## src/rtl/ogpd_pkg.sv

```systemverilog
// Package for the Ogg page deframer: phase and result codes, header layout
// constants and the lacing table entry format. Depends on nothing.
package ogpd_pkg;

  localparam int LACING_DEPTH_DEF = 255;
  localparam int HEADER_BYTES     = 27;

  localparam logic [4:0]  POS_TYPE     = 5'd5;
  localparam logic [4:0]  POS_GRANULE  = 5'd6;
  localparam logic [4:0]  POS_SERIAL   = 5'd14;
  localparam logic [4:0]  POS_SEQUENCE = 5'd18;
  localparam logic [4:0]  POS_COUNT    = 5'(HEADER_BYTES - 1);
  localparam logic [4:0]  CAPTURE_LEN  = 5'd4;
  localparam logic [7:0]  FULL_LACING  = 8'd255;
  localparam logic [15:0] LIMIT_RESET  = 16'hFFFF;

  typedef enum logic [2:0] {
    PH_HUNT,
    PH_EXPECT,
    PH_HEADER,
    PH_LACING,
    PH_PAYLOAD
  } phase_t;

  typedef enum logic [1:0] {
    KIND_DATA,
    KIND_PAGE,
    KIND_CAPTURE,
    KIND_OVERSIZE
  } kind_t;

  // Nonzero lacing value, marked when one or more zero values preceded it.
  typedef struct packed {
    logic       zero_before;
    logic [7:0] lacing;
  } lac_entry_t;

  typedef struct packed {
    logic       en;
    logic [7:0] addr;
    lac_entry_t data;
  } lac_wr_t;

  function automatic logic [7:0] capture_byte(input logic [1:0] idx);
    logic [7:0] r;
    case (idx)
      2'd0:    r = 8'h4F;
      2'd1:    r = 8'h67;
      2'd2:    r = 8'h67;
      default: r = 8'h53;
    endcase
    return r;
  endfunction

endpackage

```

## src/rtl/ogpd_lacing_ram.sv

```systemverilog
// Lacing table memory of the Ogg page deframer: one write port and one
// registered read port with write-through forwarding. Depends on ogpd_pkg.
module ogpd_lacing_ram #(
  parameter int DEPTH = ogpd_pkg::LACING_DEPTH_DEF
) (
  input  logic                 clk,
  input  ogpd_pkg::lac_wr_t    wr,
  input  logic [7:0]           raddr,
  output ogpd_pkg::lac_entry_t rdata
);

  localparam int AW = (DEPTH > 1) ? $clog2(DEPTH) : 1;

  ogpd_pkg::lac_entry_t mem [DEPTH];

  always_ff @(posedge clk) begin
    if (wr.en) begin
      mem[wr.addr[AW-1:0]] <= wr.data;
    end
  end

  always_ff @(posedge clk) begin
    if (wr.en && (wr.addr == raddr)) begin
      rdata <= wr.data;
    end else begin
      rdata <= mem[raddr[AW-1:0]];
    end
  end

endmodule

```

## src/rtl/ogg_page_deframer.sv

```systemverilog
// Top level of the Ogg page deframer: header capture, lacing table walk and
// payload marking. Depends on ogpd_pkg and ogpd_lacing_ram.
//
//   channel   signals                                   direction
//   input     in_valid, in_ready, stream_byte           byte stream in
//   output    out_valid, out_ready, kind ... packet_length  results out
//   config    cfg_valid, cfg_ready, cfg_data            packet_limit write
//
// A new byte can be taken each cycle unless a held result stalls the input.
// Zero lacing values are folded into the stored table entries, so one memory
// read a cycle keeps the payload walk at one byte per cycle unless stalled.
// Reset clears all control state; packet_limit returns to 65535.
// A held result stalls the input until it is taken.
module ogg_page_deframer #(
  parameter int LACING_DEPTH = ogpd_pkg::LACING_DEPTH_DEF
) (
  input  logic        clk,
  input  logic        rst,
  input  logic        in_valid,
  output logic        in_ready,
  input  logic [7:0]  stream_byte,
  output logic        out_valid,
  input  logic        out_ready,
  output logic [1:0]  kind,
  output logic [7:0]  data_byte,
  output logic        first_of_packet,
  output logic        last_of_packet,
  output logic [63:0] granule_position,
  output logic [31:0] stream_serial,
  output logic [31:0] page_sequence,
  output logic [7:0]  header_type,
  output logic [7:0]  segment_count,
  output logic [15:0] packet_length,
  input  logic        cfg_valid,
  output logic        cfg_ready,
  input  logic [15:0] cfg_data
);

  ogpd_pkg::phase_t phase, phase_next;
  logic [4:0]  header_position, header_position_next;
  logic [63:0] granule_reg, granule_reg_next;
  logic [31:0] serial_reg, serial_reg_next;
  logic [31:0] sequence_reg, sequence_reg_next;
  logic [7:0]  type_reg, type_reg_next;
  logic [7:0]  count_reg, count_reg_next;
  logic [7:0]  segment_index, segment_index_next;
  logic [7:0]  fill_count, fill_count_next;
  logic        zero_pending, zero_pending_next;
  logic [7:0]  nonzero_count, nonzero_count_next;
  logic        trail_zero, trail_zero_next;
  logic [7:0]  read_ptr, read_ptr_next;
  logic [7:0]  segment_remaining, segment_remaining_next;
  logic [7:0]  current_lacing, current_lacing_next;
  logic [15:0] packet_count, packet_count_next;
  logic        packet_open, packet_open_next;
  logic        discarding, discarding_next;
  logic [15:0] packet_limit;

  ogpd_pkg::kind_t out_kind;

  logic        accept;
  logic [7:0]  lac_eff;
  logic        final_lacing;
  logic [7:0]  fill_count_lac;
  logic        zero_pending_lac;
  logic        over_limit;
  logic        first_mark;
  logic        last_mark;
  logic [7:0]  remaining_dec;

  logic [7:0]  ns_ptr;
  logic [7:0]  ns_count;
  logic        ns_tz;
  logic        ns_found;
  logic        ns_close;
  ogpd_pkg::lac_entry_t ns_entry;
  ogpd_pkg::lac_entry_t rd_data;
  ogpd_pkg::lac_wr_t    lac_wr;

  logic            res_valid;
  ogpd_pkg::kind_t res_kind;
  logic [7:0]      res_data;
  logic            res_first;
  logic            res_last;
  logic [15:0]     res_length;

  assign in_ready  = !out_valid || out_ready;
  assign cfg_ready = 1'b1;
  assign accept    = in_valid && in_ready;

  assign lac_eff = ({1'b0, segment_index} < 9'(LACING_DEPTH)) ? stream_byte : 8'd0;
  assign final_lacing = ({1'b0, segment_index} + 9'd1) >= {1'b0, count_reg};
  assign fill_count_lac   = fill_count + {7'd0, (lac_eff != 8'd0)};
  assign zero_pending_lac = (lac_eff == 8'd0);

  assign lac_wr.en   = accept && (phase == ogpd_pkg::PH_LACING) && (lac_eff != 8'd0);
  assign lac_wr.addr = fill_count;
  assign lac_wr.data = '{zero_before: zero_pending, lacing: lac_eff};

  always_comb begin
    if (phase == ogpd_pkg::PH_LACING) begin
      ns_ptr   = 8'd0;
      ns_count = fill_count_lac;
      ns_tz    = zero_pending_lac;
      ns_entry = ((fill_count == 8'd0) && (lac_eff != 8'd0)) ? lac_wr.data : rd_data;
    end else begin
      ns_ptr   = read_ptr;
      ns_count = nonzero_count;
      ns_tz    = trail_zero;
      ns_entry = rd_data;
    end
  end

  assign ns_found = ns_ptr < ns_count;
  assign ns_close = ns_found ? ns_entry.zero_before : ns_tz;

  assign over_limit    = ({1'b0, packet_count} + 17'd1) > {1'b0, packet_limit};
  assign first_mark    = !packet_open;
  assign last_mark     = (segment_remaining == 8'd1) &&
                         (current_lacing < ogpd_pkg::FULL_LACING);
  assign remaining_dec = (segment_remaining != 8'd0) ? segment_remaining - 8'd1 : 8'd0;

  ogpd_lacing_ram #(
    .DEPTH(LACING_DEPTH)
  ) u_lacing_ram (
    .clk  (clk),
    .wr   (lac_wr),
    .raddr(read_ptr_next),
    .rdata(rd_data)
  );

  always_comb begin
    logic advance;
    logic close_req;
    advance                = 1'b0;
    close_req              = 1'b0;
    phase_next             = phase;
    header_position_next   = header_position;
    granule_reg_next       = granule_reg;
    serial_reg_next        = serial_reg;
    sequence_reg_next      = sequence_reg;
    type_reg_next          = type_reg;
    count_reg_next         = count_reg;
    segment_index_next     = segment_index;
    fill_count_next        = fill_count;
    zero_pending_next      = zero_pending;
    nonzero_count_next     = nonzero_count;
    trail_zero_next        = trail_zero;
    read_ptr_next          = read_ptr;
    segment_remaining_next = segment_remaining;
    current_lacing_next    = current_lacing;
    packet_count_next      = packet_count;
    packet_open_next       = packet_open;
    discarding_next        = discarding;
    if (accept) begin
      case (phase)
        ogpd_pkg::PH_HUNT, ogpd_pkg::PH_EXPECT: begin
          if ((header_position < ogpd_pkg::CAPTURE_LEN) &&
              (stream_byte == ogpd_pkg::capture_byte(header_position[1:0]))) begin
            header_position_next = header_position + 5'd1;
            if (header_position_next == ogpd_pkg::CAPTURE_LEN) begin
              phase_next = ogpd_pkg::PH_HEADER;
            end
          end else begin
            header_position_next =
              {4'd0, (stream_byte == ogpd_pkg::capture_byte(2'd0))};
            phase_next = ogpd_pkg::PH_HUNT;
          end
        end
        ogpd_pkg::PH_HEADER: begin
          if (header_position == ogpd_pkg::POS_TYPE) begin
            type_reg_next = stream_byte;
          end else if (header_position inside
                       {[ogpd_pkg::POS_GRANULE:ogpd_pkg::POS_SERIAL - 5'd1]}) begin
            granule_reg_next[8*(3'(header_position - ogpd_pkg::POS_GRANULE)) +: 8] =
              stream_byte;
          end else if (header_position inside
                       {[ogpd_pkg::POS_SERIAL:ogpd_pkg::POS_SEQUENCE - 5'd1]}) begin
            serial_reg_next[8*(2'(header_position - ogpd_pkg::POS_SERIAL)) +: 8] =
              stream_byte;
          end else if (header_position inside
                       {[ogpd_pkg::POS_SEQUENCE:ogpd_pkg::POS_SEQUENCE + 5'd3]}) begin
            sequence_reg_next[8*(2'(header_position - ogpd_pkg::POS_SEQUENCE)) +: 8] =
              stream_byte;
          end
          if (header_position >= ogpd_pkg::POS_COUNT) begin
            count_reg_next       = stream_byte;
            segment_index_next   = 8'd0;
            header_position_next = 5'd0;
            fill_count_next      = 8'd0;
            zero_pending_next    = 1'b0;
            read_ptr_next        = 8'd0;
            phase_next = (stream_byte == 8'd0) ? ogpd_pkg::PH_EXPECT : ogpd_pkg::PH_LACING;
          end else begin
            header_position_next = header_position + 5'd1;
          end
        end
        ogpd_pkg::PH_LACING: begin
          segment_index_next = segment_index + 8'd1;
          fill_count_next    = fill_count_lac;
          zero_pending_next  = zero_pending_lac;
          if (final_lacing) begin
            segment_index_next = 8'd0;
            nonzero_count_next = fill_count_lac;
            trail_zero_next    = zero_pending_lac;
            advance            = 1'b1;
          end
        end
        ogpd_pkg::PH_PAYLOAD: begin
          packet_open_next = 1'b1;
          if (!discarding) begin
            if (over_limit) begin
              discarding_next = 1'b1;
            end else begin
              packet_count_next = packet_count + 16'd1;
            end
          end
          segment_remaining_next = remaining_dec;
          if (remaining_dec == 8'd0) begin
            close_req = (current_lacing < ogpd_pkg::FULL_LACING);
            advance   = 1'b1;
          end
        end
        default: begin
          phase_next           = ogpd_pkg::PH_HUNT;
          header_position_next = 5'd0;
        end
      endcase
      if (advance) begin
        close_req = close_req || ns_close;
        if (ns_found) begin
          current_lacing_next    = ns_entry.lacing;
          segment_remaining_next = ns_entry.lacing;
          read_ptr_next          = ns_ptr + 8'd1;
          phase_next             = ogpd_pkg::PH_PAYLOAD;
        end else begin
          phase_next           = ogpd_pkg::PH_EXPECT;
          header_position_next = 5'd0;
        end
      end
      if (close_req) begin
        packet_open_next  = 1'b0;
        packet_count_next = 16'd0;
        discarding_next   = 1'b0;
      end
    end
  end

  always_comb begin
    res_valid  = 1'b0;
    res_kind   = ogpd_pkg::KIND_DATA;
    res_data   = 8'd0;
    res_first  = 1'b0;
    res_last   = 1'b0;
    res_length = 16'd0;
    case (phase)
      ogpd_pkg::PH_EXPECT: begin
        if (!((header_position < ogpd_pkg::CAPTURE_LEN) &&
              (stream_byte == ogpd_pkg::capture_byte(header_position[1:0])))) begin
          res_valid = 1'b1;
          res_kind  = ogpd_pkg::KIND_CAPTURE;
        end
      end
      ogpd_pkg::PH_HEADER: begin
        if ((header_position >= ogpd_pkg::POS_COUNT) && (stream_byte == 8'd0)) begin
          res_valid = 1'b1;
          res_kind  = ogpd_pkg::KIND_PAGE;
        end
      end
      ogpd_pkg::PH_LACING: begin
        if (final_lacing) begin
          res_valid = 1'b1;
          res_kind  = ogpd_pkg::KIND_PAGE;
        end
      end
      ogpd_pkg::PH_PAYLOAD: begin
        if (!discarding) begin
          res_valid = 1'b1;
          if (over_limit) begin
            res_kind   = ogpd_pkg::KIND_OVERSIZE;
            res_length = packet_limit;
          end else begin
            res_kind   = ogpd_pkg::KIND_DATA;
            res_data   = stream_byte;
            res_first  = first_mark;
            res_last   = last_mark;
            res_length = packet_count + 16'd1;
          end
        end
      end
      default: begin
        res_valid = 1'b0;
      end
    endcase
  end

  always_ff @(posedge clk) begin
    if (rst) begin
      phase             <= ogpd_pkg::PH_HUNT;
      header_position   <= 5'd0;
      granule_reg       <= 64'd0;
      serial_reg        <= 32'd0;
      sequence_reg      <= 32'd0;
      type_reg          <= 8'd0;
      count_reg         <= 8'd0;
      segment_index     <= 8'd0;
      fill_count        <= 8'd0;
      zero_pending      <= 1'b0;
      nonzero_count     <= 8'd0;
      trail_zero        <= 1'b0;
      read_ptr          <= 8'd0;
      segment_remaining <= 8'd0;
      current_lacing    <= 8'd0;
      packet_count      <= 16'd0;
      packet_open       <= 1'b0;
      discarding        <= 1'b0;
      packet_limit      <= ogpd_pkg::LIMIT_RESET;
      out_valid         <= 1'b0;
    end else begin
      phase             <= phase_next;
      header_position   <= header_position_next;
      granule_reg       <= granule_reg_next;
      serial_reg        <= serial_reg_next;
      sequence_reg      <= sequence_reg_next;
      type_reg          <= type_reg_next;
      count_reg         <= count_reg_next;
      segment_index     <= segment_index_next;
      fill_count        <= fill_count_next;
      zero_pending      <= zero_pending_next;
      nonzero_count     <= nonzero_count_next;
      trail_zero        <= trail_zero_next;
      read_ptr          <= read_ptr_next;
      segment_remaining <= segment_remaining_next;
      current_lacing    <= current_lacing_next;
      packet_count      <= packet_count_next;
      packet_open       <= packet_open_next;
      discarding        <= discarding_next;
      if (cfg_valid && cfg_ready) begin
        packet_limit <= cfg_data;
      end
      if (in_ready) begin
        out_valid <= accept && res_valid;
      end
    end
  end

  always_ff @(posedge clk) begin
    if (accept && res_valid) begin
      out_kind        <= res_kind;
      data_byte       <= res_data;
      first_of_packet <= res_first;
      last_of_packet  <= res_last;
      packet_length   <= res_length;
    end
  end

  // The page registers cannot change while a result is held, since no
  // request is taken until it leaves.
  assign kind             = out_kind;
  assign granule_position = granule_reg;
  assign stream_serial    = serial_reg;
  assign page_sequence    = sequence_reg;
  assign header_type      = type_reg;
  assign segment_count    = count_reg;

  a_payload_remaining: assert property (@(posedge clk) disable iff (rst)
    (phase == ogpd_pkg::PH_PAYLOAD) |-> (segment_remaining != 8'd0))
    else $error("payload phase with no bytes left in segment");

  a_read_ptr_bound: assert property (@(posedge clk) disable iff (rst)
    (phase == ogpd_pkg::PH_PAYLOAD) |-> (read_ptr <= nonzero_count))
    else $error("lacing read pointer past stored entries");

  a_header_position: assert property (@(posedge clk) disable iff (rst)
    (phase == ogpd_pkg::PH_HEADER) |->
      ((header_position >= ogpd_pkg::CAPTURE_LEN) &&
       (header_position <= ogpd_pkg::POS_COUNT)))
    else $error("header position out of range in header phase");

  a_discard_open: assert property (@(posedge clk) disable iff (rst)
    discarding |-> packet_open)
    else $error("discarding without an open packet");

  a_data_length: assert property (@(posedge clk) disable iff (rst)
    (out_valid && (out_kind == ogpd_pkg::KIND_DATA)) |-> (packet_length != 16'd0))
    else $error("payload result with zero packet length");

endmodule
```

## config.mk

```make
export PLATFORM = sky130hd
export DESIGN_NAME = ogg_page_deframer
export DESIGN_NICKNAME = d
export VERILOG_FILES = /design/src/rtl/ogpd_pkg.sv /design/src/rtl/ogpd_lacing_ram.sv /design/src/rtl/ogg_page_deframer.sv
export SDC_FILE = /design/constraint.sdc
export NUM_CORES = 2
export LEC_CHECK = 0
export ABC_AREA = 1
export BUFFER_PORTS_ARGS = -buffer_cell sky130_fd_sc_hd__clkbuf_2
export CORE_ASPECT_RATIO = 1.5
export CORE_MARGIN = 5
export CORE_UTILIZATION = 50
export CTS_BUF_LIST = sky130_fd_sc_hd__clkbuf_16
export DETAILED_ROUTE_END_ITERATION = 7
export PLACE_DENSITY = 0.66
export SETUP_SLACK_MARGIN = 0.4
export SLEW_MARGIN = 30
export SYNTH_ARGS = -nofsm -noshare
export SYNTH_HDL_FRONTEND = slang
export SYNTH_SLANG_ARGS = --single-unit
```

## constraint.sdc

```tcl
create_clock -name clk -period 21.2 [get_ports clk]
set_input_delay 1.06 -clock clk [delete_from_list [all_inputs] [get_ports clk]]
set_output_delay 1.06 -clock clk [all_outputs]
set_load 0.005 [all_outputs]
```

==> summary.md <==
| Metric | Value |
|---|---|
| Mapped Area | 104000 µm² |
| DR vias/cell | 6.09 |
| Most used DFF post-synth | edfxtp_1 |
| Commonest cells after routing, fill and taps aside | edfxtp_1, nor2_1, o21ai_0 |
| CP required | 21.95 ns |
| PostCTS Resize Cnt | 0 |
| Area delta synth->final | 9.83% |
| Max cap viols | 0 |
| DRT Pass-1 Iters | 6 |
| Hold Path Stages | 3 |
| Status | completed |
| Io pins | 204 |
| Max incr delay on CP | 0.87 ns |
| H-tree depth | 4 |
| Worst slew pin tran | 1.14 ns |
| CTS buffer count | 224 |
| Max Freq | 138 MHz |
| Antenna Nets Post-Route | 0 |
| Worst hold path class | primary input to flop |
| Routed wire per std cell | 25.3 µm |
| First-pass GRT wire length | 439 mm |
| Initial Utilization | 50.2% |
| Core area | 208000 µm² |
| Input/output buffers | 202 |
| CP max-delay cell | buf_4 |
| Sinks on Clock Net | 2568 |
| Initial antenna violation count | 6 |
| Leak | 39.1 nW |
| Fin. max-slew vios | 0 |
| Die height | 569 µm |
| GRT Resource Usage Total | 26.4% |
| CTS tree | yes |
| Crit path buf inv count | 5 |
| Crit. End Element | flop |
| Via count | 71.5k |
| Hold Slack | 0.416 ns |
| CP delay by family, top | buffers and inverters |
| Netlist cell types | 58 |
| Worst-Skew Late Latency | 0.89 ns |
| Most common cell after layout, fill and taps aside | edfxtp_1 |
| Avg Cell Area, Syn | 11.7 µm² |
| Minimum clock period | 7.22 ns |
| GRT overflow | 0 |
| EDFF count, synth | 2323 |
| Crit path max fanout | 211 |
| CTS root buf | clkbuf_16 |
| Postcts setup bufs | 0 |
| Layout Skew | 0.0485 ns |
| 1st-iter DRT viols | 8108 |
| CTS Buffer Depth | 4 |
| Final Hold Fails | 0 |
| Share of cells above drive strength 1 | 8.28% |
| FP Rows | 205 |
| Async set-reset flop share out of synthesis | 0% |
| Setup Viol. Count Final | 0 |
| Startpoint types | flop |
| Rel. slew slack | 24.0% |
| Period utilisation layout | 34.1% |
| Largest net degree at the start of global routing | 212 |
| Fillers | 16.9k |
| Final HPWL DP | 173 mm |
| Crit-path cells | inv_16 -> buf_4 -> buf_12 -> buf_4 -> buf_4 -> nand2_1 -> nand3_1 -> nand3_1 -> nand3_1 -> nand3_1 -> nand3_1 -> nand3_1 -> nand3_1 -> nand2_1 -> nand2_1 -> nand2_1 -> nand2_1 -> nand2_2 -> nand2_2 -> nand3_4 -> nand3_1 -> nand2_1 |
| P per Cell Area | 85.2 nW/µm² |
| Worst reg2reg path depth | 22 |
| Crit. path cell count | 22 |
| Most used cell, CP | nand3_1 |
| Hold_buf cts | 0 |
| Die area | 218000 µm² |
| Setup TNS | 0 ns |
| Register bit total from synthesis | 2568 |
| Die Wd | 383 µm |
| Cell count after synthesis | 8934 |
| Vias in the first global route | 69.7k |
| Worst Path Arrival | 7.98 ns |
| RSZ-0062 raised after global routing | false |
| YS warnings | 0 |
| Net Count, Synth | 9015 |
| CTS clk-pin slew, worst paths | 0.07 ns |
| DRT Wirelength | 297 mm |
| Fin nets | 8954 |
| DRC viols | 0 |
| Worst VDD drop | 0.0000652 V |
| Sequential element share of the synthesized area | 71.7% |
| Setup Crit Path Kind | flop to flop |
| Gp weighted congestion | 0.861 |
==> layer usage <==
layer / wire [µm] / track usage, %
met1: 108000 / 31.9
met2: 145000 / 44.2
met3: 24600 / 4.70
met4: 19500 / 16.2
met5: 29 / 0
==> stage by stage <==
stage | power, mW | cells | util (%) | setup slack (ns) | area [µm²]
after CTS | 9.78 | 11700 | 55.0 | 14.15 | 114000
final | 9.75 | 11700 | 55.1 | 13.98 | 114000
after floorplan | 5.75 | 8934 | - | 12.61 | 104000
after detailed placement | 5.82 | 11300 | 51.6 | 14.17 | 107000
after global placement | 5.82 | 11300 | 51.6 | 14.26 | 107000
after global routing | 10.0 | 11700 | 55.1 | 13.55 | 114000
==> synth_stat cells, types with 9 or more instances <==
master	number	area (µm²)
a211oi_1	9	67.6
a21oi_1	221	1110
a31oi_1	14	87.6
buf_1	57	214
buf_2	151	756
buf_4	27	203
buf_6	14	158
clkbuf_1	355	1330
clkinv_1	12	45.0
dfxtp_1	245	4900
edfxtp_1	2323	69800
ha_1	52	651
inv_1	187	702
inv_2	13	48.8
nand2_1	1065	4000
nand3_1	729	3650
nand4_1	20	125
nor2_1	1560	5860
nor3_1	29	145
nor4_1	9	56.3
o211ai_1	12	90.1
o21ai_0	1140	5710
o21ai_1	75	375
o22ai_1	528	3300
xor2_1	20	175
==> tightest hold or removal path, delay by kind of cell <==
family	cells	cell delay [ns]
AOI/OAI and AO/OA	2	0.11
buffers and inverters	1	0.08
==> cell families (layout without fill, tap and decap cells) <==
kind of cell	Yosys count	in the layout	share of synthesized area (%)
and+or+nand+nor	3452	3452	13.7
other	1	8	0.00360
DFF	2568	2568	71.7
adders and majority gates	52	52	0.625
AOI/OAI and AO/OA	2015	2015	10.4
xor gates and xnor gates	28	28	0.236
muxes	1	1	0.00961
buffers and inverters	817	933	3.33
==> where the power goes <==
| group | leakage, nW | internal, mW | switching, mW | total (mW) |
|---|---|---|---|---|
| Clock | 3.66 | 2.23 | 1.81 | 4.03 |
| Sequential | 23.0 | 5.51 | 0.00445 | 5.52 |
| Combinational | 12.5 | 0.0348 | 0.166 | 0.201 |
==> final timing paths <==
path	slack, ns	startpoint	to
setup / recovery	13.98	flop	packet_count[4]
hold / removal	0.42	cfg_data[10]	packet_limit[10]
setup reg to reg	13.98	flop	packet_count[4]
hold reg to reg	0.46	granule_position[13]	granule_position[13]
==> layout make-up <==
| cell class | instances | area (µm²) | share of cell area [%] |
|---|---|---|---|
| Antenna cell | 7 | 17.5 | 0.0153 |
| Clock buffer | 230 | 5760 | 5.03 |
| Clock inverter | 173 | 1360 | 1.19 |
| Inverter | 213 | 837 | 0.732 |
| Multi-Input combinational cell | 5549 | 26200 | 22.9 |
| Sequential cell | 2568 | 74700 | 65.3 |
| Tap cell | 2691 | 3370 | 2.94 |
| Timing Repair Buffer | 317 | 2110 | 1.84 |
==> registers in the layout (all words and copies together), names as in the netlist, 2 cells and up, named ones only <==
name,cells
header_type,8
segment_remaining,8
packet_limit,16
page_sequence,32
current_lacing,8
read_ptr,8
fill_count,8
header_position,5
segment_count,8
packet_count,16
granule_position,64
kind,2
phase,3
packet_length,16
u_lacing_ram.mem,2295
data_byte,8
nonzero_count,8
segment_index,8
stream_serial,32
Note: power is estimated with default switching activity, not from simulation.
